`config.mk`:
```
export PLATFORM = sky130hd
export DESIGN_NAME = wne_queue
export DESIGN_NICKNAME = d
export VERILOG_FILES = /design/src/hdl/wne_pkg.sv /design/src/hdl/wne_queue.sv
export SDC_FILE = /design/constraint.sdc
export NUM_CORES = 1
export LEC_CHECK = 0
export BUFFER_PORTS_ARGS = -buffer_cell sky130_fd_sc_hd__buf_2
export CORE_MARGIN = 4
export CORE_UTILIZATION = 40
export DETAILED_ROUTE_END_ITERATION = 10
export HOLD_SLACK_MARGIN = 0.02
export PLACE_DENSITY = 0.62
export SYNTH_ARGS = -nofsm -noshare
export SYNTH_HDL_FRONTEND = slang
export SYNTH_SLANG_ARGS = --single-unit
```
`constraint.sdc`:
```
create_clock -name clk -period 11.4 [get_ports clk]
set_input_delay 2.28 -clock clk [delete_from_list [all_inputs] [get_ports clk]]
set_output_delay 2.28 -clock clk [all_outputs]
set_load 0.01 [all_outputs]
```
`src/hdl/wne_pkg.sv`:
```
// ----------------------------------------------------------------------------
// wne_pkg
// Shared constants, widths and the queue item type for the 3D wavelet noise
// evaluator.
// ----------------------------------------------------------------------------
`timescale 1ns / 1ps
`default_nettype none

package wne_pkg;

    localparam int DEF_TILE_SIZE = 32;
    localparam int POS_W         = 32;
    localparam int ADDR_W        = 15;
    localparam int COEF_W        = 16;
    localparam int W_W           = 16;
    localparam int MID_W         = 18;
    localparam int IDX_MAX_W     = 7;
    localparam int HALF_M1       = 32767;
    localparam int ONE_Q16       = 65536;
    localparam int ACC_W         = 50;
    localparam int PROD_W        = 49;
    localparam int RES_W         = ACC_W - 32;

    localparam logic ACT_WRITE = 1'b0;
    localparam logic ACT_EVAL  = 1'b1;

    typedef logic [2:0][W_W-1:0] wne_wts_t;

    typedef struct packed {
        logic                 eval;
        logic [ADDR_W-1:0]    addr;
        logic [COEF_W-1:0]    value;
        logic [IDX_MAX_W-1:0] bx;
        logic [IDX_MAX_W-1:0] by;
        logic [IDX_MAX_W-1:0] bz;
        wne_wts_t             wx;
        wne_wts_t             wy;
        wne_wts_t             wz;
    } wne_item_t;

endpackage

`default_nettype wire

```
`src/hdl/wne_queue.sv`:
```
// ----------------------------------------------------------------------------
// wne_queue
// Two-entry queue of classified transactions between front and back.
// ----------------------------------------------------------------------------
`timescale 1ns / 1ps
`default_nettype none

module wne_queue
    import wne_pkg::*;
(
    input  wire logic      clk,
    input  wire logic      rst_n,
    input  wire logic      push,
    input  wire wne_item_t push_item,
    output logic           full,
    input  wire logic      pop,
    output wne_item_t      head,
    output logic           empty
);

    wne_item_t  ent_reg [2];
    logic       wp_reg, wp_next;
    logic       rp_reg, rp_next;
    logic [1:0] cnt_reg, cnt_next;

    assign full  = (cnt_reg == 2'd2);
    assign empty = (cnt_reg == 2'd0);
    assign head  = ent_reg[rp_reg];

    always_comb
    begin
        wp_next  = push ? !wp_reg : wp_reg;
        rp_next  = pop ? !rp_reg : rp_reg;
        cnt_next = cnt_reg + {1'b0, push} - {1'b0, pop};
    end

    always_ff @(posedge clk or negedge rst_n)
    begin
        if (!rst_n)
        begin
            wp_reg  <= 1'b0;
            rp_reg  <= 1'b0;
            cnt_reg <= '0;
        end
        else
        begin
            wp_reg  <= wp_next;
            rp_reg  <= rp_next;
            cnt_reg <= cnt_next;
        end
    end

    always_ff @(posedge clk)
    begin
        if (push)
            ent_reg[wp_reg] <= push_item;
    end

endmodule

`default_nettype wire

```
# After elaboration in Yosys (flattened, before gate mapping)
# Memory sizes are Yosys's and may differ from the RTL's.
# Index checks and enable logic that the tools add are counted.
[totals]
ram_bits = 394
out_inout_bits = 199
n_memories = 1
ff_bits = 4
[mem_list]
columns = ["name", "depth", "word_bits", "read_ports", "rd_clocked_by_memory_dff", "write_ports", "line", "text"]
rows = [
  ["ent_reg", 2, 197, 1, 0, 1, "wne_queue.sv:21", "wne_item_t ent_reg [2];"],
]
[op_classes]
reduce_logical = 3
addsub = 2
n_eq_ne = 1
n_mux = 2
[op_table]
columns = ["cell", "n"]
rows = [
  ["$add A2 B1 Y2", 1],
  ["$eq A2 B2 Y1 const B", 1],
  ["$logic_not A1 Y1", 2],
  ["$logic_not A2 Y1", 1],
  ["$mux W1", 2],
  ["$sub A2 B1 Y2", 1],
]

# Depth between registers and ports, before layout
# Gate-level depths: netlist (run 1).
[depth]
depth_word = 2
mapped_depth = 5
ltp_nobuf = 5

# Least setup slack after synthesis (run 1)
# Ideal clock, no wire load.
[synth_path]
path_kind = "in2reg"
from = "input port push"
to = "memory ent_reg[0][0] in the netlist's numbering, enable pin"
required_time_ps = 10619
path_slack_ps = -156
cell_stages = 1
arrival_ps = 10775
path_cell_list = "nor2b_1"
[synth_between]
elab_chain_len = 2
[synth_rtl]
columns = ["item", "line", "text"]
rows = [
  ["from (decl)", "wne_queue.sv:13", "input wire logic push,"],
  ["$mux W1", "wne_queue.sv:55", "if (push)"],
  ["$mux W1 (implied by the code)", "wne_queue.sv:56", "ent_reg[wp_reg] <= push_item;"],
  ["to (decl)", "wne_queue.sv:21", ""],
]
# Every way passes these cells.

==> impl_metrics.toml, run 1 <==
[sta]
slew_viol_final = 0
finClkSkew_ns = 0.01709
hold_viol = 0
worst_slack_ns = 5.587
fin_crit_ns = 5.813
holdWs_ns = 0.5665
fin_crit_sh_pct = 50.99
relSlewSlack_pct = 32.11
rsz0062_at_grt = "false"
max_freq_mhz = 172.0
fin_setup_tns_ns = 0
setup_violations = 0
worst_pin_slew_ns = 1.018

[detailed_routing]
routed-wl-met3_um = 2954
detail-route-antenna-nets = 0
wl_met2_um = 15270
wl_per_cell_um = 20.29
top_layer_used = "met5"
drt_iter0_markers = 380
vias = 7349
wirelength_um = 31580
via_per_inst = 4.723
first_pass_iters = 4
drc = 0
wl_met1_um = 12580

[global_route]
grt_pass1_vias = 7686
antenna_found_initial = 7
gr-total-overflow = 0
grt_pass1_wl_um = 46750
grt_max_degree = 76
grt.total_usage_pct = 15.17

[clocking]
numCtsBuffers = 41
hold_buffers = 0
cts.sinks = 398
root_buffer = "clkbuf_16"
clkLatencyLatePin_ns = 0.54
cts_tree = "done"
clkSlewWorstSetupHoldPaths_ns = 0.06
cts_setup_buffers = 0
ctsResizeCount = 0
clock_path_buffers = 3
htreeDepth = 2

[synth]
synth_warnings = 0
ys_seq_area_share_pct = 80.46
ys_top_cells_by_area = "edfxtp_1, mux2_4, mux2_2"
synth.avg_cell_area_um2 = 23.61
synth_adder_area_share_pct = 0.1687
ys_types = 13
synth-xor-area-share_pct = 0.2784
synthMuxAreaShare_pct = 17.52
synthSimpleGateAreaFrac_pct = 0.1519
post-synth-top-area-cell = "edfxtp_1"
synth_compound_gate_area_share_pct = 0
syn_nets = 831
synth_seq_cells = 398
netlist_instances = 628
synth_area_mm2 = 0.01483
synth_top_family_by_area = "multiplexers"
synth_top_area_share_pct = 79.78

[placement]
io_buffers = 399
post_dp_cell_area_mm2 = 0.01728
place_congestion = 0.7830
hpwlAfterDp_um = 22130
dp_slack_ns = 6.101
placed_cells = 1481

[power]
power.density_mw_per_mm2 = 248.4
p_leak_nw = 7.212
ir_drop_uv = 174.3

[floorplan]
start_util_pct = 40.51
num_rows = 70
dieArea_mm2 = 0.04022
dieHeight_um = 200.5
die_x_um = 200.5
coreArea_mm2 = 0.03661
io_pins = 400

[cells_and_area]
drive_above_1_share_pct = 60.79
multi_input_area_mm2 = 0.002696
syn_to_final_growth_pct = 24.62
largest_register_ffs = 394
final_nets = 1259
fin_cells = 1556
final_area_mm2 = 0.01848
seq_area_mm2 = 0.01194
fill_cells = 3059
final_cell_mix = "buf_2, edfxtp_1, mux2_4, mux2_2, clkbuf_16"
layout_commonest_cell = "buf_2"

[critical_path]
crit_path_end_kind = "primary output"
worstPathArrival_ns = 3.53
max_stage_delay_ns = 0.84
cp_data_required_time_ns = 9.12
crit_type = "register to primary output"
cp_cell_sequence = "buf_4, buf_4, mux2_2, buf_2"
cpMaxStageDelayCell = "dfrtp_4"
worstPathMaxFanout = 55
crit_top_cell = "buf_4"
cp-start-kind = "register"
rrSetupSlack_ns = 8.42

[run]
drv_cap = 0

[outcome]
status = "finished, final reports clean"

[hold_path]
hold_path_class = "register to register"
[final cells by class]
class	count	share of cell area (%)
clock buffer	52	5.775
sequential	398	64.58
antenna	4	0.05416
inverter	2	0.04062
timing repair buffer	407	11.13
clock inverter	19	0.6567
tap	468	3.169
multi-input combinational	206	14.59
[critical path, delay by kind of cell (launching register included)]
kind / cells / cell delay (ns)
buffers and inverters: 3 / 1.64
DFF: 1 / 0.84
muxes: 1 / 0.42
[Yosys cell counts]
cell / number
inv_1: 2
xor3_1: 1
mux2_4: 101
edfxtp_1: 394
dfrtp_1: 4
xor2_1: 2
nor2_1: 1
mux2_2: 96
buf_6: 15
buf_2: 7
and2_1: 1
nor2b_1: 2
ha_1: 2
[power by group]
group / switching, mW / internal [mW]
clock network: 0.509 / 0.684
logic: 0.694 / 0.658
registers: 0.0995 / 1.95
total: 1.30 / 3.29
[stage by stage]
step / utilization (%) / total power, mW
final: 50.48 / 4.590
after global routing: 50.47 / 4.822
after CTS: 50.45 / 4.670
after detailed placement: 47.20 / 3.457
after global placement: 47.20 / 3.444
after floorplan: - / 3.028
[kinds of logic after synthesis]
kind of cell / count (synthesis)
DFF: 398
muxes: 197
buffers and inverters: 24
and+or+nand+nor: 4
xor gates and xnor gates: 3
adders and majority gates: 2
[final timing paths]
check / from / cells after the start / end
worst min register to register: wp_reg / 1 / wp_reg
max in group asynchronous: rst_n / 1 / rp_reg
worst min-delay path: wp_reg / 1 / wp_reg
worst max register to register: wp_reg / 3 / ent_reg[0][132]
min in group asynchronous: rst_n / 1 / wp_reg
worst max-delay path: rp_reg / 4 / head[38]
[routing by layer]
| metal | vias to the layer above | global-route usage, % |
|---|---|---|
| met5 | - | 0 |
| met4 | 6 | 5.605 |
| met3 | 53 | 6.268 |
| met2 | 298 | 24.61 |
| met1 | 3615 | 18.32 |
| li1 | 3377 | - |
Power figures use the tool's default switching activity.
==> inputs of run 2 (changes only) <==
- PLACE_DENSITY: 0.62 -> 0.64
- clock period: 11.4 -> 5.1 ns (I/O delays scaled with it)
==> run 2 against run 1 <==
  * Non-clock buffer count is the same
  * Die area is the same
  * Largest cell class unchanged
  * Register-to-register slack lost 5.4 ns
  * Clock skew shrank 0.0028 ns
  * Utilization grew 0.33 points
==> impl_metrics.toml, run 2 (same netlist as run 1, synthesis figures left out) <==
[cells_and_area]
fin_cells = 1560
drive_above_1_share_pct = 60.68
final_nets = 1259
final_core_util_pct = 50.81
seq_area_mm2 = 0.01194
layout_commonest_cell = "buf_2"
syn_to_final_growth_pct = 25.44
final_cell_mix = "buf_2, edfxtp_1, mux2_4, mux2_2, clkbuf_16"
multi_input_area_mm2 = 0.002696
largest_register_ffs = 394
fill_cells = 3036

[global_route]
grt_pass1_vias = 7736
grt_pass1_wl_um = 46370
gr-total-overflow = 0
grt.total_usage_pct = 14.74
antenna_found_initial = 7
grt_max_degree = 120

[sta]
max_freq_mhz = 289.0
rsz0062_at_grt = "false"
finClkSkew_ns = 0.01434
setup_violations = 0
fin_crit_ns = 3.461
fin_setup_tns_ns = 0
relSlewSlack_pct = 27.91
fin_crit_sh_pct = 67.86
worst_pin_slew_ns = 1.081
hold_viol = 0
slew_viol_final = 0

[clocking]
cts_setup_buffers = 0
clkSlewWorstSetupHoldPaths_ns = 0.06
clkLatencyLatePin_ns = 0.53
hold_buffers = 0
ctsResizeCount = 0
cts_tree = "done"
clock_path_buffers = 3
cts.sinks = 398
numCtsBuffers = 41
root_buffer = "clkbuf_16"
htreeDepth = 2

[detailed_routing]
drc = 0
wl_met2_um = 14950
wl_per_cell_um = 19.59
top_layer_used = "met5"
via_per_inst = 4.698
routed-wl-met3_um = 2700
wirelength_um = 30560
drt_iter0_markers = 400
detail-route-antenna-nets = 0
vias = 7329
wl_met1_um = 12270
first_pass_iters = 4

[power]
pwr-share-clk_pct = 26.9
p_comb_share_pct = 29.4
power.density_mw_per_mm2 = 559.4
p_leak_nw = 7.255
seqPwrFrac_pct = 43.7
p_sw_mw = 2.929
p_int_mw = 7.477
p_sw_share_pct = 28.15
ir_drop_uv = 342.4
finalPower_mw = 10.41

[floorplan]
dieHeight_um = 200.5
coreArea_mm2 = 0.03661
start_util_pct = 40.51
dieArea_mm2 = 0.04022
die_x_um = 200.5
num_rows = 70
io_pins = 400

[run]
drv_cap = 0

[critical_path]
critPathTopFamily = "flip-flops"
crit_path_end_kind = "primary output"
worstPathArrival_ns = 2.44
cp-start-kind = "register"
cpMaxStageDelayCell = "dfrtp_4"
worstPathMaxFanout = 33
cp.buffers_inverters = 2
max_stage_delay_ns = 0.77
cp_cell_sequence = "buf_4, mux2_2, buf_2"
crit_type = "register to primary output"
cp_data_required_time_ns = 4.08

[placement]
placed_cells = 1481
place_congestion = 0.7673
io_buffers = 399
hpwlAfterDp_um = 20650

[hold_path]
hold_path_class = "input pin to async pin"

[outcome]
status = "finished, final reports clean"
run 2: routing by layer:
metal / global-route usage, % / up-vias
met5: 0 / -
met3: 5.477 / 49
met1: 18.34 / 3620
met2: 24.29 / 280
li1: - / 3376
met4: 4.376 / 4
run 2: area by class of cell:
cell class / instances / share of cell area, %
clock buffer: 53 / 5.812
timing repair buffer: 407 / 11.33
antenna: 6 / 0.08072
tap: 468 / 3.148
sequential: 398 / 64.16
inverter: 2 / 0.04036
clock inverter: 20 / 0.9350
multi-input combinational: 206 / 14.50
run 2: metrics by stage:
| step | area [um^2] | worst slack (ns) | hold slack, ns |
|---|---|---|---|
| final | 18600 | 1.639 | 0.3115 |
| after global routing | 18600 | 1.496 | 0.2973 |
| after CTS | 18590 | 1.576 | 0.2979 |
| after detailed placement | 17330 | 2.165 | 0.5447 |
| after global placement | 17330 | 2.205 | 0.5279 |
| after floorplan | 14840 | 0.6953 | 0.5083 |
run 2: path summary, 6_finish.rpt:
path                       startpoint        endpoint  slack (ns)  depth (start not counted)
max                            rp_reg        head[15]        1.64                          3
min                             rst_n      cnt_reg[1]        0.31                          1
max reg2reg                    wp_reg  ent_reg[1][67]        3.00                          2
min reg2reg                    wp_reg          wp_reg        0.55                          1
max in group asynchronous       rst_n          rp_reg        4.62                          1
min in group clk               wp_reg          wp_reg        0.55                          1
run 2: power by group through the flow:
stage	clock network, mW	registers [mW]	logic [mW]
finish	2.80	4.54	3.06
CTS	2.89	4.55	3.14
global route	3.04	4.60	3.28
detailed placement	0	4.62	3.13
global placement	0	4.59	3.12
floorplan	0	4.56	2.14
run 2: worst register-to-register path, cell delays in order, from the launching register on:
cell and delay, ns:
dfrtp_1 0.43, and2_4 0.64, buf_12 0.52
